==> config.mk <==
export PLATFORM = sky130hd
export DESIGN_NAME = detection_validate_nearest_gate_top_flat
export DESIGN_NICKNAME = d
export VERILOG_FILES = /design/src/rtl/core/dvng_pkg.sv /design/src/rtl/core/dvng_if.sv /design/src/rtl/core/dvng_regs.sv /design/src/rtl/core/dvng_sqdist.sv /design/src/rtl/core/dvng_ctrl.sv /design/src/rtl/core/detection_validate_nearest_gate_top.sv /design/src/flat_wrapper.sv
export SDC_FILE = /design/constraint.sdc
export NUM_CORES = 2
export LEC_CHECK = 0
export BUFFER_PORTS_ARGS = -buffer_cell sky130_fd_sc_hd__buf_2
export CELL_PAD_IN_SITES_DETAIL_PLACEMENT = 1
export CELL_PAD_IN_SITES_GLOBAL_PLACEMENT = 2
export CORE_MARGIN = 10
export CORE_UTILIZATION = 50
export CTS_CLUSTER_DIAMETER = 30
export DETAILED_ROUTE_END_ITERATION = 10
export GPL_TIMING_DRIVEN = 0
export HOLD_SLACK_MARGIN = 0.02
export PLACE_DENSITY = 0.93
export REMOVE_ABC_BUFFERS = 1
export SLEW_MARGIN = 20
export SYNTH_ARGS = -nofsm -noshare
export SYNTH_HDL_FRONTEND = slang
export SYNTH_SLANG_ARGS = --single-unit
export TNS_END_PERCENT = 20
==> constraint.sdc <==
create_clock -name clk -period 30.5 [get_ports clk]
set_input_delay 9.15 -clock clk [delete_from_list [all_inputs] [get_ports clk]]
set_output_delay 9.15 -clock clk [all_outputs]
set_load 0.02 [all_outputs]
==> src/rtl/core/dvng_pkg.sv <==
// Shared types and constants for the detection gating block.
// Used by the channel interfaces, the register file, the distance unit,
// the sequencer and the top level.
package dvng_pkg;

  // Default sizing of the zone table and of a detection run
  localparam int MAX_ZONES_DEF = 16;
  localparam int MAX_RUN_DEF   = 64;

  // Field widths
  localparam int CRD_W  = 24;  // coordinate, 1/256 m, signed
  localparam int RAD_W  = 23;  // radius or distance, unsigned
  localparam int IDX_W  = 6;   // reported index within a run
  localparam int MAG_W  = 25;  // magnitude of a coordinate difference
  localparam int DIST_W = 2 * MAG_W;  // sum of three squared axes
  localparam int RSQ_W  = 2 * RAD_W;  // squared radius

  // Configuration port
  localparam int CFG_AW = 5;
  localparam int CFG_DW = 32;

  typedef logic signed [CRD_W-1:0] crd_t;
  typedef logic [RAD_W-1:0]        rad_t;

  // Radius that switches the search sphere off
  localparam rad_t RAD_UNLIMITED = '1;

  typedef enum logic [1:0] {
    REQ_DETECT   = 2'd0,
    REQ_ADD_ZONE = 2'd1,
    REQ_CLEAR    = 2'd2,
    REQ_NOP      = 2'd3
  } req_t;

  typedef enum logic [2:0] {
    REG_HEIGHT_MIN    = 3'd0,
    REG_HEIGHT_MAX    = 3'd1,
    REG_GATE_DISTANCE = 3'd2,
    REG_AREA_CX       = 3'd3,
    REG_AREA_CY       = 3'd4,
    REG_AREA_CZ       = 3'd5,
    REG_AREA_RADIUS   = 3'd6
  } reg_idx_t;

  typedef struct packed {
    crd_t height_min;
    crd_t height_max;
    rad_t gate_distance;
    crd_t area_cx;
    crd_t area_cy;
    crd_t area_cz;
    rad_t area_radius;
  } cfg_t;

  typedef struct packed {
    crd_t cx;
    crd_t cy;
    crd_t cz;
    rad_t rad;
  } zone_t;

  // Request to the shared squared-distance unit
  typedef struct packed {
    logic start;
    crd_t ax;
    crd_t ay;
    crd_t az;
    crd_t bx;
    crd_t by;
    crd_t bz;
    rad_t rad;
  } sq_req_t;

  // Answer of the shared squared-distance unit
  typedef struct packed {
    logic              done;
    logic [DIST_W-1:0] sum;
    logic [RSQ_W-1:0]  rsq;
  } sq_rsp_t;

  typedef struct packed {
    logic             point_ok;
    logic             run_done;
    logic             found;
    crd_t             best_x;
    crd_t             best_y;
    crd_t             best_z;
    logic [IDX_W-1:0] best_index;
    logic             zone_dropped;
  } res_t;

  typedef enum logic [3:0] {
    ST_IDLE,
    ST_AREA_GO,
    ST_AREA_WT,
    ST_ZONE_RD,
    ST_ZONE_GO,
    ST_ZONE_WT,
    ST_REF_GO,
    ST_REF_WT,
    ST_EMIT
  } st_t;

endpackage

==> src/rtl/core/dvng_if.sv <==
// Valid/ready channel interfaces for request items and result items.
// Depends on dvng_pkg for the field types.
interface dvng_in_if;
  logic                    valid;
  logic                    ready;
  logic [1:0]              req_type;
  dvng_pkg::crd_t          pos_x;
  dvng_pkg::crd_t          pos_y;
  dvng_pkg::crd_t          pos_z;
  dvng_pkg::rad_t          zone_radius_in;
  dvng_pkg::crd_t          ref_x;
  dvng_pkg::crd_t          ref_y;
  dvng_pkg::crd_t          ref_z;
  logic                    use_gate;
  logic                    run_last;

  modport source (
    output valid, req_type, pos_x, pos_y, pos_z, zone_radius_in,
           ref_x, ref_y, ref_z, use_gate, run_last,
    input  ready
  );
  modport sink (
    input  valid, req_type, pos_x, pos_y, pos_z, zone_radius_in,
           ref_x, ref_y, ref_z, use_gate, run_last,
    output ready
  );
endinterface

interface dvng_out_if;
  logic                          valid;
  logic                          ready;
  logic                          point_ok;
  logic                          run_done;
  logic                          found;
  dvng_pkg::crd_t                best_x;
  dvng_pkg::crd_t                best_y;
  dvng_pkg::crd_t                best_z;
  logic [dvng_pkg::IDX_W-1:0]    best_index;
  logic                          zone_dropped;

  modport source (
    output valid, point_ok, run_done, found, best_x, best_y, best_z,
           best_index, zone_dropped,
    input  ready
  );
  modport sink (
    input  valid, point_ok, run_done, found, best_x, best_y, best_z,
           best_index, zone_dropped,
    output ready
  );
endinterface

==> src/rtl/core/dvng_regs.sv <==
// APB-style configuration registers: height bounds, gate distance, search sphere.
// Depends on dvng_pkg for the register map and the cfg_t bundle.
module dvng_regs (
  input  logic                          clk,
  input  logic                          rst_n,
  input  logic                          psel,
  input  logic                          penable,
  input  logic                          pwrite,
  input  logic [dvng_pkg::CFG_AW-1:0]   paddr,
  input  logic [dvng_pkg::CFG_DW-1:0]   pwdata,
  output logic [dvng_pkg::CFG_DW-1:0]   prdata,
  output logic                          pready,
  output dvng_pkg::cfg_t                cfg
);

  localparam int CPAD = dvng_pkg::CFG_DW - dvng_pkg::CRD_W;
  localparam int RPAD = dvng_pkg::CFG_DW - dvng_pkg::RAD_W;

  dvng_pkg::cfg_t     cfg_r;
  dvng_pkg::cfg_t     cfg_nxt;
  dvng_pkg::reg_idx_t idx;
  logic               wr_en;

  assign pready = 1'b1;
  assign wr_en  = psel && penable && pwrite;
  assign idx    = dvng_pkg::reg_idx_t'(paddr[dvng_pkg::CFG_AW-1:2]);
  assign cfg    = cfg_r;

  // Decode a write into the addressed register
  always_comb begin
    cfg_nxt = cfg_r;
    if (wr_en) begin
      unique case (idx)
        dvng_pkg::REG_HEIGHT_MIN:    cfg_nxt.height_min    = pwdata[dvng_pkg::CRD_W-1:0];
        dvng_pkg::REG_HEIGHT_MAX:    cfg_nxt.height_max    = pwdata[dvng_pkg::CRD_W-1:0];
        dvng_pkg::REG_GATE_DISTANCE: cfg_nxt.gate_distance = pwdata[dvng_pkg::RAD_W-1:0];
        dvng_pkg::REG_AREA_CX:       cfg_nxt.area_cx       = pwdata[dvng_pkg::CRD_W-1:0];
        dvng_pkg::REG_AREA_CY:       cfg_nxt.area_cy       = pwdata[dvng_pkg::CRD_W-1:0];
        dvng_pkg::REG_AREA_CZ:       cfg_nxt.area_cz       = pwdata[dvng_pkg::CRD_W-1:0];
        dvng_pkg::REG_AREA_RADIUS:   cfg_nxt.area_radius   = pwdata[dvng_pkg::RAD_W-1:0];
        default: ;
      endcase
    end
  end

  always_ff @(posedge clk) begin
    if (!rst_n) begin
      cfg_r.height_min    <= {1'b1, {(dvng_pkg::CRD_W-1){1'b0}}};
      cfg_r.height_max    <= {1'b0, {(dvng_pkg::CRD_W-1){1'b1}}};
      cfg_r.gate_distance <= '1;
      cfg_r.area_cx       <= '0;
      cfg_r.area_cy       <= '0;
      cfg_r.area_cz       <= '0;
      cfg_r.area_radius   <= dvng_pkg::RAD_UNLIMITED;
    end else begin
      cfg_r <= cfg_nxt;
    end
  end

  // Read back the raw register bits
  always_comb begin
    unique case (idx)
      dvng_pkg::REG_HEIGHT_MIN:    prdata = {{CPAD{1'b0}}, cfg_r.height_min};
      dvng_pkg::REG_HEIGHT_MAX:    prdata = {{CPAD{1'b0}}, cfg_r.height_max};
      dvng_pkg::REG_GATE_DISTANCE: prdata = {{RPAD{1'b0}}, cfg_r.gate_distance};
      dvng_pkg::REG_AREA_CX:       prdata = {{CPAD{1'b0}}, cfg_r.area_cx};
      dvng_pkg::REG_AREA_CY:       prdata = {{CPAD{1'b0}}, cfg_r.area_cy};
      dvng_pkg::REG_AREA_CZ:       prdata = {{CPAD{1'b0}}, cfg_r.area_cz};
      dvng_pkg::REG_AREA_RADIUS:   prdata = {{RPAD{1'b0}}, cfg_r.area_radius};
      default:                     prdata = '0;
    endcase
  end

endmodule

==> src/rtl/core/dvng_sqdist.sv <==
// Shared squared-distance unit: one subtract-and-square per cycle over x, y, z
// and the radius; yields the squared distance and the squared radius.
// Depends on dvng_pkg for sq_req_t and sq_rsp_t.
module dvng_sqdist (
  input  logic              clk,
  input  logic              rst_n,
  input  dvng_pkg::sq_req_t req,
  output dvng_pkg::sq_rsp_t rsp
);

  localparam int MW = dvng_pkg::MAG_W;
  localparam int DW = dvng_pkg::DIST_W;

  localparam logic [2:0] STEP_X    = 3'd0;
  localparam logic [2:0] STEP_Y    = 3'd1;
  localparam logic [2:0] STEP_Z    = 3'd2;
  localparam logic [2:0] STEP_R    = 3'd3;
  localparam logic [2:0] STEP_RSQ  = 3'd4;
  localparam logic [2:0] STEP_DONE = 3'd5;

  function automatic logic [MW-1:0] abs_diff(dvng_pkg::crd_t a, dvng_pkg::crd_t b);
    logic signed [MW-1:0] d;
    d = $signed({a[dvng_pkg::CRD_W-1], a}) - $signed({b[dvng_pkg::CRD_W-1], b});
    return d[MW-1] ? MW'(-d) : MW'(d);
  endfunction

  dvng_pkg::sq_req_t op_r;
  logic              busy_r, busy_nxt;
  logic [2:0]        step_r, step_nxt;
  logic [MW-1:0]     mag_r, mag_nxt;
  logic [DW-1:0]     sq_r, sq_nxt;
  logic [DW-1:0]     acc_r, acc_nxt;

  // Sequence the four operands through the subtract, square and accumulate stages
  always_comb begin
    busy_nxt = busy_r;
    step_nxt = step_r;
    if (req.start) begin
      busy_nxt = 1'b1;
      step_nxt = STEP_X;
    end else if (busy_r) begin
      if (step_r == STEP_DONE) begin
        busy_nxt = 1'b0;
      end else begin
        step_nxt = step_r + 1'b1;
      end
    end

    case (step_r)
      STEP_X:  mag_nxt = abs_diff(op_r.ax, op_r.bx);
      STEP_Y:  mag_nxt = abs_diff(op_r.ay, op_r.by);
      STEP_Z:  mag_nxt = abs_diff(op_r.az, op_r.bz);
      STEP_R:  mag_nxt = MW'(op_r.rad);
      default: mag_nxt = mag_r;
    endcase

    sq_nxt = mag_r * mag_r;

    case (step_r)
      STEP_Z:             acc_nxt = sq_r;
      STEP_R, STEP_RSQ:   acc_nxt = acc_r + sq_r;
      default:            acc_nxt = acc_r;
    endcase
  end

  always_ff @(posedge clk) begin
    if (!rst_n) begin
      busy_r <= 1'b0;
      step_r <= STEP_X;
    end else begin
      busy_r <= busy_nxt;
      step_r <= step_nxt;
    end
  end

  // Datapath: latch operands on start, run the stages every cycle
  always_ff @(posedge clk) begin
    if (req.start) begin
      op_r <= req;
    end
    mag_r <= mag_nxt;
    sq_r  <= sq_nxt;
    acc_r <= acc_nxt;
  end

  assign rsp.done = busy_r && (step_r == STEP_DONE);
  assign rsp.sum  = acc_r;
  assign rsp.rsq  = sq_r[dvng_pkg::RSQ_W-1:0];

endmodule

==> src/rtl/core/dvng_ctrl.sv <==
// Sequencer: zone table, validity checks, nearest-point tracking per run and
// the result register. Drives the shared distance unit; depends on dvng_pkg
// and the dvng_in_if / dvng_out_if channel interfaces.
module dvng_ctrl #(
  parameter int MAX_ZONES = dvng_pkg::MAX_ZONES_DEF,
  parameter int MAX_RUN   = dvng_pkg::MAX_RUN_DEF
) (
  input  logic              clk,
  input  logic              rst_n,
  dvng_in_if.sink           in_req,
  dvng_out_if.source        out_res,
  input  dvng_pkg::cfg_t    cfg,
  output dvng_pkg::sq_req_t sq_req,
  input  dvng_pkg::sq_rsp_t sq_rsp
);

  localparam int ZW = (MAX_ZONES > 1) ? $clog2(MAX_ZONES) : 1;
  localparam int CW = $clog2(MAX_ZONES + 1);
  localparam int PW = (MAX_RUN > 1) ? $clog2(MAX_RUN) : 1;
  localparam int DW = dvng_pkg::DIST_W;

  localparam logic [CW-1:0] ZONE_FULL = CW'(MAX_ZONES);
  localparam logic [PW-1:0] POS_MAX   = PW'(MAX_RUN - 1);

  dvng_pkg::st_t  state_r, state_nxt;

  // Item being worked on
  dvng_pkg::crd_t px_r, py_r, pz_r, rx_r, ry_r, rz_r;
  logic           gate_r, last_r;
  logic           in_acc;

  logic           ok_r, ok_nxt;
  logic [CW-1:0]  zidx_r, zidx_nxt;
  logic [CW-1:0]  zcnt_r, zcnt_nxt;
  logic           zwe;

  // Zone table
  dvng_pkg::zone_t zmem [MAX_ZONES];
  dvng_pkg::zone_t zrd_r;

  // Run state
  logic [PW-1:0]  run_pos_r, run_pos_nxt;
  logic           have_r, have_nxt;
  logic [DW-1:0]  best_dist_r, best_dist_nxt;
  dvng_pkg::crd_t bx_r, by_r, bz_r, bx_nxt, by_nxt, bz_nxt;
  logic [PW-1:0]  best_idx_r, best_idx_nxt;

  // Result staging and output register
  dvng_pkg::res_t res_r, res_nxt;
  dvng_pkg::res_t out_r, out_nxt;
  logic           out_valid_r, out_valid_nxt;

  // Candidate run update from the reference distance
  logic           upd;
  logic [DW-1:0]  cand_dist;
  dvng_pkg::crd_t cand_x, cand_y, cand_z;
  logic [PW-1:0]  cand_idx;
  logic           cand_found;
  logic           height_ok;
  logic           ok_area, ok_zone;

  assign in_acc    = in_req.valid && in_req.ready;
  assign height_ok = (in_req.pos_z > cfg.height_min) && (in_req.pos_z < cfg.height_max);
  assign ok_area   = ok_r && (sq_rsp.sum < DW'(sq_rsp.rsq));
  assign ok_zone   = ok_r && !(sq_rsp.sum < DW'(sq_rsp.rsq));

  // Keep the first nearest valid point; with use_gate, gate it by the squared gate distance
  always_comb begin
    upd        = ok_r && (!have_r || (sq_rsp.sum < best_dist_r));
    cand_dist  = upd ? sq_rsp.sum : best_dist_r;
    cand_x     = upd ? px_r : bx_r;
    cand_y     = upd ? py_r : by_r;
    cand_z     = upd ? pz_r : bz_r;
    cand_idx   = upd ? run_pos_r : best_idx_r;
    cand_found = (have_r || upd) && !(gate_r && (cand_dist >= DW'(sq_rsp.rsq)));
  end

  // Sequencer: next state, run state and unit operands
  always_comb begin
    state_nxt     = state_r;
    ok_nxt        = ok_r;
    zidx_nxt      = zidx_r;
    zcnt_nxt      = zcnt_r;
    zwe           = 1'b0;
    run_pos_nxt   = run_pos_r;
    have_nxt      = have_r;
    best_dist_nxt = best_dist_r;
    bx_nxt        = bx_r;
    by_nxt        = by_r;
    bz_nxt        = bz_r;
    best_idx_nxt  = best_idx_r;
    res_nxt       = res_r;
    out_nxt       = out_r;
    out_valid_nxt = out_valid_r;
    in_req.ready  = 1'b0;

    sq_req.start = 1'b0;
    sq_req.ax    = px_r;
    sq_req.ay    = py_r;
    sq_req.az    = pz_r;
    sq_req.bx    = cfg.area_cx;
    sq_req.by    = cfg.area_cy;
    sq_req.bz    = cfg.area_cz;
    sq_req.rad   = cfg.area_radius;

    // Drop the result once taken
    if (out_valid_r && out_res.ready) begin
      out_valid_nxt = 1'b0;
    end

    unique case (state_r)
      dvng_pkg::ST_IDLE: begin
        in_req.ready = 1'b1;
        if (in_req.valid) begin
          res_nxt = '0;
          unique case (dvng_pkg::req_t'(in_req.req_type))
            dvng_pkg::REQ_DETECT: begin
              ok_nxt   = height_ok;
              zidx_nxt = '0;
              if (cfg.area_radius != dvng_pkg::RAD_UNLIMITED) begin
                state_nxt = dvng_pkg::ST_AREA_GO;
              end else if (!height_ok || (zcnt_r == '0)) begin
                state_nxt = dvng_pkg::ST_REF_GO;
              end else begin
                state_nxt = dvng_pkg::ST_ZONE_RD;
              end
            end
            dvng_pkg::REQ_ADD_ZONE: begin
              if (zcnt_r != ZONE_FULL) begin
                zwe      = 1'b1;
                zcnt_nxt = zcnt_r + 1'b1;
              end else begin
                res_nxt.zone_dropped = 1'b1;
              end
              state_nxt = dvng_pkg::ST_EMIT;
            end
            dvng_pkg::REQ_CLEAR: begin
              zcnt_nxt  = '0;
              state_nxt = dvng_pkg::ST_EMIT;
            end
            dvng_pkg::REQ_NOP: begin
              state_nxt = dvng_pkg::ST_EMIT;
            end
          endcase
        end
      end

      dvng_pkg::ST_AREA_GO: begin
        sq_req.start = 1'b1;
        state_nxt    = dvng_pkg::ST_AREA_WT;
      end

      dvng_pkg::ST_AREA_WT: begin
        if (sq_rsp.done) begin
          ok_nxt   = ok_area;
          zidx_nxt = '0;
          if (!ok_area || (zcnt_r == '0)) begin
            state_nxt = dvng_pkg::ST_REF_GO;
          end else begin
            state_nxt = dvng_pkg::ST_ZONE_RD;
          end
        end
      end

      dvng_pkg::ST_ZONE_RD: begin
        state_nxt = dvng_pkg::ST_ZONE_GO;
      end

      dvng_pkg::ST_ZONE_GO: begin
        sq_req.start = 1'b1;
        sq_req.bx    = zrd_r.cx;
        sq_req.by    = zrd_r.cy;
        sq_req.bz    = zrd_r.cz;
        sq_req.rad   = zrd_r.rad;
        state_nxt    = dvng_pkg::ST_ZONE_WT;
      end

      dvng_pkg::ST_ZONE_WT: begin
        if (sq_rsp.done) begin
          ok_nxt   = ok_zone;
          zidx_nxt = zidx_r + 1'b1;
          if (!ok_zone || (zidx_nxt == zcnt_r)) begin
            state_nxt = dvng_pkg::ST_REF_GO;
          end else begin
            state_nxt = dvng_pkg::ST_ZONE_RD;
          end
        end
      end

      dvng_pkg::ST_REF_GO: begin
        sq_req.start = 1'b1;
        sq_req.bx    = rx_r;
        sq_req.by    = ry_r;
        sq_req.bz    = rz_r;
        sq_req.rad   = cfg.gate_distance;
        state_nxt    = dvng_pkg::ST_REF_WT;
      end

      dvng_pkg::ST_REF_WT: begin
        if (sq_rsp.done) begin
          res_nxt.point_ok = ok_r;
          if (last_r) begin
            res_nxt.run_done = 1'b1;
            if (cand_found) begin
              res_nxt.found      = 1'b1;
              res_nxt.best_x     = cand_x;
              res_nxt.best_y     = cand_y;
              res_nxt.best_z     = cand_z;
              res_nxt.best_index = dvng_pkg::IDX_W'(cand_idx);
            end
            // Close the run
            have_nxt     = 1'b0;
            run_pos_nxt  = '0;
            best_idx_nxt = '0;
          end else begin
            have_nxt      = have_r || upd;
            best_dist_nxt = cand_dist;
            bx_nxt        = cand_x;
            by_nxt        = cand_y;
            bz_nxt        = cand_z;
            best_idx_nxt  = cand_idx;
            if (run_pos_r != POS_MAX) begin
              run_pos_nxt = run_pos_r + 1'b1;
            end
          end
          state_nxt = dvng_pkg::ST_EMIT;
        end
      end

      dvng_pkg::ST_EMIT: begin
        // Hold until the output register is free
        if (!out_valid_r || out_res.ready) begin
          out_nxt       = res_r;
          out_valid_nxt = 1'b1;
          state_nxt     = dvng_pkg::ST_IDLE;
        end
      end

      default: state_nxt = dvng_pkg::ST_IDLE;
    endcase
  end

  always_ff @(posedge clk) begin
    if (!rst_n) begin
      state_r     <= dvng_pkg::ST_IDLE;
      ok_r        <= 1'b0;
      zidx_r      <= '0;
      zcnt_r      <= '0;
      run_pos_r   <= '0;
      have_r      <= 1'b0;
      best_idx_r  <= '0;
      out_valid_r <= 1'b0;
    end else begin
      state_r     <= state_nxt;
      ok_r        <= ok_nxt;
      zidx_r      <= zidx_nxt;
      zcnt_r      <= zcnt_nxt;
      run_pos_r   <= run_pos_nxt;
      have_r      <= have_nxt;
      best_idx_r  <= best_idx_nxt;
      out_valid_r <= out_valid_nxt;
    end
  end

  // Payload registers
  always_ff @(posedge clk) begin
    if (in_acc) begin
      px_r   <= in_req.pos_x;
      py_r   <= in_req.pos_y;
      pz_r   <= in_req.pos_z;
      rx_r   <= in_req.ref_x;
      ry_r   <= in_req.ref_y;
      rz_r   <= in_req.ref_z;
      gate_r <= in_req.use_gate;
      last_r <= in_req.run_last;
    end
    best_dist_r <= best_dist_nxt;
    bx_r        <= bx_nxt;
    by_r        <= by_nxt;
    bz_r        <= bz_nxt;
    res_r       <= res_nxt;
    out_r       <= out_nxt;
  end

  // Zone table: write the next free entry, registered read of the current one
  always_ff @(posedge clk) begin
    if (zwe) begin
      zmem[zcnt_r[ZW-1:0]] <= '{cx: in_req.pos_x, cy: in_req.pos_y,
                                cz: in_req.pos_z, rad: in_req.zone_radius_in};
    end
    zrd_r <= zmem[zidx_r[ZW-1:0]];
  end

  assign out_res.valid        = out_valid_r;
  assign out_res.point_ok     = out_r.point_ok;
  assign out_res.run_done     = out_r.run_done;
  assign out_res.found        = out_r.found;
  assign out_res.best_x       = out_r.best_x;
  assign out_res.best_y       = out_r.best_y;
  assign out_res.best_z       = out_r.best_z;
  assign out_res.best_index   = out_r.best_index;
  assign out_res.zone_dropped = out_r.zone_dropped;

`ifndef NO_ASSERTIONS
  a_zone_count_bound: assert property (@(posedge clk) disable iff (!rst_n)
    zcnt_r <= ZONE_FULL)
    else $error("zone count beyond table size");

  a_run_pos_bound: assert property (@(posedge clk) disable iff (!rst_n)
    run_pos_r <= POS_MAX)
    else $error("run position beyond saturation");

  a_accept_leaves_idle: assert property (@(posedge clk) disable iff (!rst_n)
    in_acc |=> (state_r != dvng_pkg::ST_IDLE))
    else $error("accepted item did not start work");

  a_zone_read_in_range: assert property (@(posedge clk) disable iff (!rst_n)
    (state_r == dvng_pkg::ST_ZONE_GO) |-> (zidx_r < zcnt_r))
    else $error("zone read beyond filled entries");

  a_done_only_waiting: assert property (@(posedge clk) disable iff (!rst_n)
    sq_rsp.done |-> ((state_r == dvng_pkg::ST_AREA_WT) ||
                     (state_r == dvng_pkg::ST_ZONE_WT) ||
                     (state_r == dvng_pkg::ST_REF_WT)))
    else $error("distance unit finished outside a wait state");
`endif

endmodule

==> src/rtl/core/detection_validate_nearest_gate_top.sv <==
// Detection gating top level over dvng_regs, dvng_sqdist and dvng_ctrl (dvng_pkg, dvng_if).
// A detection runs the search-sphere check (skipped with the radius unlimited), one check
// per stored zone and the reference distance; a failed check skips the zones left. Zone,
// clear and no-op items go straight to the result register. The next item is accepted in
// the cycle after a result load, and a result not yet taken holds the block until it leaves.
// Synchronous active-low reset empties the zone table and the run state.
module detection_validate_nearest_gate_top #(
  parameter int MAX_ZONES = dvng_pkg::MAX_ZONES_DEF,
  parameter int MAX_RUN   = dvng_pkg::MAX_RUN_DEF
) (
  input  logic                        clk,
  input  logic                        rst_n,
  dvng_in_if.sink                     in_req,
  dvng_out_if.source                  out_res,
  input  logic                        psel,
  input  logic                        penable,
  input  logic                        pwrite,
  input  logic [dvng_pkg::CFG_AW-1:0] paddr,
  input  logic [dvng_pkg::CFG_DW-1:0] pwdata,
  output logic [dvng_pkg::CFG_DW-1:0] prdata,
  output logic                        pready
);

  dvng_pkg::cfg_t    cfg;
  dvng_pkg::sq_req_t sq_req;
  dvng_pkg::sq_rsp_t sq_rsp;

  // Configuration registers
  dvng_regs u_regs (
    .clk     (clk),
    .rst_n   (rst_n),
    .psel    (psel),
    .penable (penable),
    .pwrite  (pwrite),
    .paddr   (paddr),
    .pwdata  (pwdata),
    .prdata  (prdata),
    .pready  (pready),
    .cfg     (cfg)
  );

  // Shared squared-distance unit
  dvng_sqdist u_sqdist (
    .clk   (clk),
    .rst_n (rst_n),
    .req   (sq_req),
    .rsp   (sq_rsp)
  );

  // Sequencer with zone table and run tracking
  dvng_ctrl #(
    .MAX_ZONES (MAX_ZONES),
    .MAX_RUN   (MAX_RUN)
  ) u_ctrl (
    .clk     (clk),
    .rst_n   (rst_n),
    .in_req  (in_req),
    .out_res (out_res),
    .cfg     (cfg),
    .sq_req  (sq_req),
    .sq_rsp  (sq_rsp)
  );

endmodule
==> src/flat_wrapper.sv <==
// flat-port wrapper written by rule: the top's interface ports become plain ports
module detection_validate_nearest_gate_top_flat 
#(
  parameter int MAX_ZONES = dvng_pkg::MAX_ZONES_DEF,
  parameter int MAX_RUN   = dvng_pkg::MAX_RUN_DEF
)
  (clk, rst_n, psel, penable, pwrite, paddr, pwdata, prdata, pready, in_req_valid, in_req_req_type, in_req_pos_x, in_req_pos_y, in_req_pos_z, in_req_zone_radius_in, in_req_ref_x, in_req_ref_y, in_req_ref_z, in_req_use_gate, in_req_run_last, in_req_ready, out_res_valid, out_res_point_ok, out_res_run_done, out_res_found, out_res_best_x, out_res_best_y, out_res_best_z, out_res_best_index, out_res_zone_dropped, out_res_ready);
  dvng_in_if in_req_i ();
  dvng_out_if out_res_i ();
  input  logic clk;
  input  logic rst_n;
  input  logic psel;
  input  logic penable;
  input  logic pwrite;
  input  logic [dvng_pkg::CFG_AW-1:0] paddr;
  input  logic [dvng_pkg::CFG_DW-1:0] pwdata;
  output logic [dvng_pkg::CFG_DW-1:0] prdata;
  output logic pready;
  input wire logic [$bits(in_req_i.valid)-1:0] in_req_valid;
  input wire logic [$bits(in_req_i.req_type)-1:0] in_req_req_type;
  input wire logic [$bits(in_req_i.pos_x)-1:0] in_req_pos_x;
  input wire logic [$bits(in_req_i.pos_y)-1:0] in_req_pos_y;
  input wire logic [$bits(in_req_i.pos_z)-1:0] in_req_pos_z;
  input wire logic [$bits(in_req_i.zone_radius_in)-1:0] in_req_zone_radius_in;
  input wire logic [$bits(in_req_i.ref_x)-1:0] in_req_ref_x;
  input wire logic [$bits(in_req_i.ref_y)-1:0] in_req_ref_y;
  input wire logic [$bits(in_req_i.ref_z)-1:0] in_req_ref_z;
  input wire logic [$bits(in_req_i.use_gate)-1:0] in_req_use_gate;
  input wire logic [$bits(in_req_i.run_last)-1:0] in_req_run_last;
  output wire logic [$bits(in_req_i.ready)-1:0] in_req_ready;
  output wire logic [$bits(out_res_i.valid)-1:0] out_res_valid;
  output wire logic [$bits(out_res_i.point_ok)-1:0] out_res_point_ok;
  output wire logic [$bits(out_res_i.run_done)-1:0] out_res_run_done;
  output wire logic [$bits(out_res_i.found)-1:0] out_res_found;
  output wire logic [$bits(out_res_i.best_x)-1:0] out_res_best_x;
  output wire logic [$bits(out_res_i.best_y)-1:0] out_res_best_y;
  output wire logic [$bits(out_res_i.best_z)-1:0] out_res_best_z;
  output wire logic [$bits(out_res_i.best_index)-1:0] out_res_best_index;
  output wire logic [$bits(out_res_i.zone_dropped)-1:0] out_res_zone_dropped;
  input wire logic [$bits(out_res_i.ready)-1:0] out_res_ready;
  assign in_req_i.valid = in_req_valid;
  assign in_req_i.req_type = in_req_req_type;
  assign in_req_i.pos_x = in_req_pos_x;
  assign in_req_i.pos_y = in_req_pos_y;
  assign in_req_i.pos_z = in_req_pos_z;
  assign in_req_i.zone_radius_in = in_req_zone_radius_in;
  assign in_req_i.ref_x = in_req_ref_x;
  assign in_req_i.ref_y = in_req_ref_y;
  assign in_req_i.ref_z = in_req_ref_z;
  assign in_req_i.use_gate = in_req_use_gate;
  assign in_req_i.run_last = in_req_run_last;
  assign in_req_ready = in_req_i.ready;
  assign out_res_valid = out_res_i.valid;
  assign out_res_point_ok = out_res_i.point_ok;
  assign out_res_run_done = out_res_i.run_done;
  assign out_res_found = out_res_i.found;
  assign out_res_best_x = out_res_i.best_x;
  assign out_res_best_y = out_res_i.best_y;
  assign out_res_best_z = out_res_i.best_z;
  assign out_res_best_index = out_res_i.best_index;
  assign out_res_zone_dropped = out_res_i.zone_dropped;
  assign out_res_i.ready = out_res_ready;
  detection_validate_nearest_gate_top #(.MAX_ZONES(MAX_ZONES), .MAX_RUN(MAX_RUN)) u_core (.clk(clk), .rst_n(rst_n), .in_req(in_req_i), .out_res(out_res_i), .psel(psel), .penable(penable), .pwrite(pwrite), .paddr(paddr), .pwdata(pwdata), .prdata(prdata), .pready(pready));
endmodule
==> out/metrics.yaml, run 1 <==
tool.error: "[ERROR GRT-0232] Routing congestion too high. Check the congestion heatmap in the GUI."
root_buffer: "clkbuf_16"
post_cts_buffers: 0
htree_levels: 5
io_pins: 332
dieHeight_microns: 519
io_buffer_count: 312
ys_seq_area_share_pct: 58.4
status: "aborted with a tool error"
synthCells: 8710
cts_buffers: 447
cts_resized: 0
synth_top_area_cell: "edfxtp_1"
synth_top_area_share_pct: 52.9
synth_area_per_cell_sq_um: 14.3
grt-ovfl-total: 162
cts.sinks: 2537
synth_cell_types: 96
synth_flop_cell: "edfxtp_1"
die_w_microns: 519
cts.path.max_buffers: 4
ys_async_sr_fraction_pct: 0
yosys_warnings: 0
grt_antenna_before_repair: 181
dpl.hpwl_microns: 290000
cts_hold_buf: 0
synth_edf_count: 2194
rows: 183
grt_max_degree: 99
gr-usage-all-layers_pct: 57.5
synthesis.area_sq_um: 124000
place_congestion: 0.892
lastStage: "5_1_grt"
synth-seq-cells: 2537
initial_utilization_pct: 50.2
synth.area.top_cells: "edfxtp_1 53%, mux4_2 8.7%, fa_1 7.5%"
[cell usage after synthesis (80+ instances only)]
cell type	count
mux2i_1	143
o21ai_0	177
mux2_2	80
a21oi_1	372
ha_1	506
a21o_1	103
nand3_1	106
dfxtp_1	343
a21boi_0	103
nand2_1	699
clkbuf_1	297
nor2_1	376
xnor2_1	155
fa_1	469
edfxtp_1	2194
inv_1	985
and2_1	211
mux4_2	483
[per-stage QoR]
stage	setup WS [ns]	cells	utilization (%)	cell area, sq um	hold WS, ns
2_1_floorplan	11.10	8350	-	123000	0.400
3_3_place_gp	0.915	12000	51.9	129000	0.405
3_5_place_dp	9.02	12300	54.0	134000	0.406
4_1_cts	8.92	13100	60.2	149000	0.363
[metal layers]
layer	track usage [%]	overflow
met5	33.4	4
met1	57.1	8
met2	70.8	50
met4	50.0	89
met3	48.6	11
[kinds of logic after synthesis]
| logic type | synth area share, % |
|---|---|
| mux | 10.6 |
| fa+ha+maj | 12.6 |
| buf+inv | 4.12 |
| other cells | 0.00603 |
| compound gates | 6.11 |
| xor+xnor | 1.61 |
| flops | 58.4 |
| simple gates | 6.47 |
==> run 2: changes to the inputs <==
CELL_PAD_IN_SITES_DETAIL_PLACEMENT = default   (was 1)
CELL_PAD_IN_SITES_GLOBAL_PLACEMENT = default   (was 2)
CORE_UTILIZATION = 40   (was 50)
CTS_CLUSTER_DIAMETER = default   (was 30)
HOLD_SLACK_MARGIN = default   (was 0.02)
PLACE_DENSITY = default   (was 0.93)
PLACE_DENSITY_LB_ADDON = 0.15   (was default)
==> out/metrics.yaml, run 2 <==
drtPass1Iterations: 6
drive_above_1_share_pct: 17.8
io_buffer_count: 312
synthCells: 8710
post_drt_via_cell_ratio: 5.45
drcViolationCount: 0
die_w_microns: 578
tightest_slew_ns: 1.21
htree_levels: 5
worst_clock_skew_ns: 0.0644
root_buffer: "clkbuf_16"
period_minus_slack_ns: 21.56
crit_path_frequent_cell: "buf_2"
critPathCaptureType: "output port"
worst-path-buf-inv: 3
cts.path.max_buffers: 4
critPathMaxFanout: 32
relSlewSlack_pct: 19.4
holdCritPathClass: "reg -> reg"
worstPathArrival_ns: 12.41
finalSetupViolations: 0
synth_flop_cell: "edfxtp_1"
path_delay_family: "buffers and inverters"
ys_seq_area_share_pct: 58.4
startpoint_type: "input port"
ant_nets: 0
rows: 204
synth_top_area_cell: "edfxtp_1"
critPathRequiredTime_ns: 21.35
synthMostInstantiatedCell: "edfxtp_1"
status: "finished, final reports clean"
vias: 74400
dpl.hpwl_microns: 272000
fin_util_pct: 46.9
max-cap-violations: 0
cts_hold_buf: 0
cp_slowest_stage_delay_ns: 0.93
grt-ovfl-total: 0
ys_async_sr_fraction_pct: 0
synth.area.top_cells: "edfxtp_1 53%, mux4_2 8.7%, fa_1 7.5%"
area_growth_pct: 16.4
die_area_sq_um: 334000
cts_buffers: 282
place_congestion: 0.915
timing.final.crit_share_pct: 70.7
grt_pass1_vias: 75700
crit_chain: "buf_2, inv_1, nor3_1, a22oi_1, o21ai_0, buf_2"
nets: 10500
instances_no_fill: 13600
fmax_ghz: 0.0464
synth_area_per_cell_sq_um: 14.3
dr.first_iter.drc_count: 6533
clk_pin_slew_worst_paths_ns: 0.06
wl_per_cell_microns: 27.0
synth_edf_count: 2194
synth_cell_types: 96
rsz0062_at_grt: "false"
cts.sinks: 2537
largest_reg_flops: 1520
initial_utilization_pct: 40.2
hold_viol: 0
io_pins: 332
worstSetupPathType: "in -> out"
gr-usage-all-layers_pct: 21.6
synth_common_cells: "2194 x edfxtp_1, 985 x inv_1, 699 x nand2_1"
synth_top_area_share_pct: 52.9
cts_tree: "built"
post_cts_buffers: 0
whs_ns: 0.415
totalWireLength_microns: 369000
mostFrequentLayoutCell: "edfxtp_1"
cts_resized: 0
grt_pass1_wl_microns: 533000
grt_max_degree: 103
grt_antenna_before_repair: 79
core-area_sq_um: 309000
critPathSlowestCell: "nor3_1"
yosys_warnings: 0
synth-seq-cells: 2537
dp_cells: 13100
synthesis.area_sq_um: 124000
insertion_delay_ns: 0.90
dieHeight_microns: 578
mostFrequentLayoutCells: "2194 x edfxtp_1, 984 x inv_1, 697 x nand2_1"
drv_slew: 0
## run 2: cell counts after synthesis
No cell type changed its count.
## run 2: path summary, 6_finish.rpt
| path | start | slack (ns) | to | depth (start not counted) |
|---|---|---|---|---|
| setup reg to reg | u_core.u_sqdist.mag_r[21] | 21.78 | u_core.u_sqdist.sq_r[40] | 22 |
| hold / removal | u_core.u_ctrl.res_r[3] | 0.42 | u_core.u_ctrl.out_res.best_index[2] | 0 |
| hold reg to reg | u_core.u_ctrl.res_r[3] | 0.42 | u_core.u_ctrl.out_res.best_index[2] | 0 |
| setup / recovery | paddr[4] | 8.94 | prdata[12] | 6 |
## run 2: stage by stage
| stage | instance area [sq um] | setup WS [ns] | TNS, ns |
|---|---|---|---|
| CTS | 145000 | 9.09 | 0 |
| detailed placement | 136000 | 9.08 | 0 |
| floorplan | 123000 | 11.10 | 0 |
| global route | 145000 | 8.82 | 0 |
| global placement | 130000 | -0.780 | -21.81 |
| finish | 145000 | 8.94 | 0 |
## run 2: metal layers
layer  vias up  wire (microns)  track usage [%]
li1      32900               -                -
met1     38500          154000             28.9
met2      2413          178000             36.2
met3       589           23600             3.72
met4        64           12900             6.69
met5         -             425                0
## run 2: layout make-up
class,instances,area [sq um]
fill,27000,164000
sequential,2537,72800
multi-input combinational,4826,46900
clock buffer,385,7950
timing repair buffer,639,7050
tap,4120,5150
inverter,987,3720
clock inverter,129,1370
antenna,19,47.5
## run 2: cell families after synthesis
logic type / count (synthesis) / synth area share [%]
adders and majority gates: 975 / 12.6
other: 2 / 0.00603
DFF: 2537 / 58.4
muxes: 706 / 10.6
and+or+nand+nor: 1733 / 6.47
AOI/OAI and AO/OA: 1174 / 6.11
xor gates and xnor gates: 229 / 1.61
buffers and inverters: 1354 / 4.12
Power of run 2 is left out: the tool's default activity adds up to more than one toggle a clock period on the data nets, which glitch-free logic cannot reach.
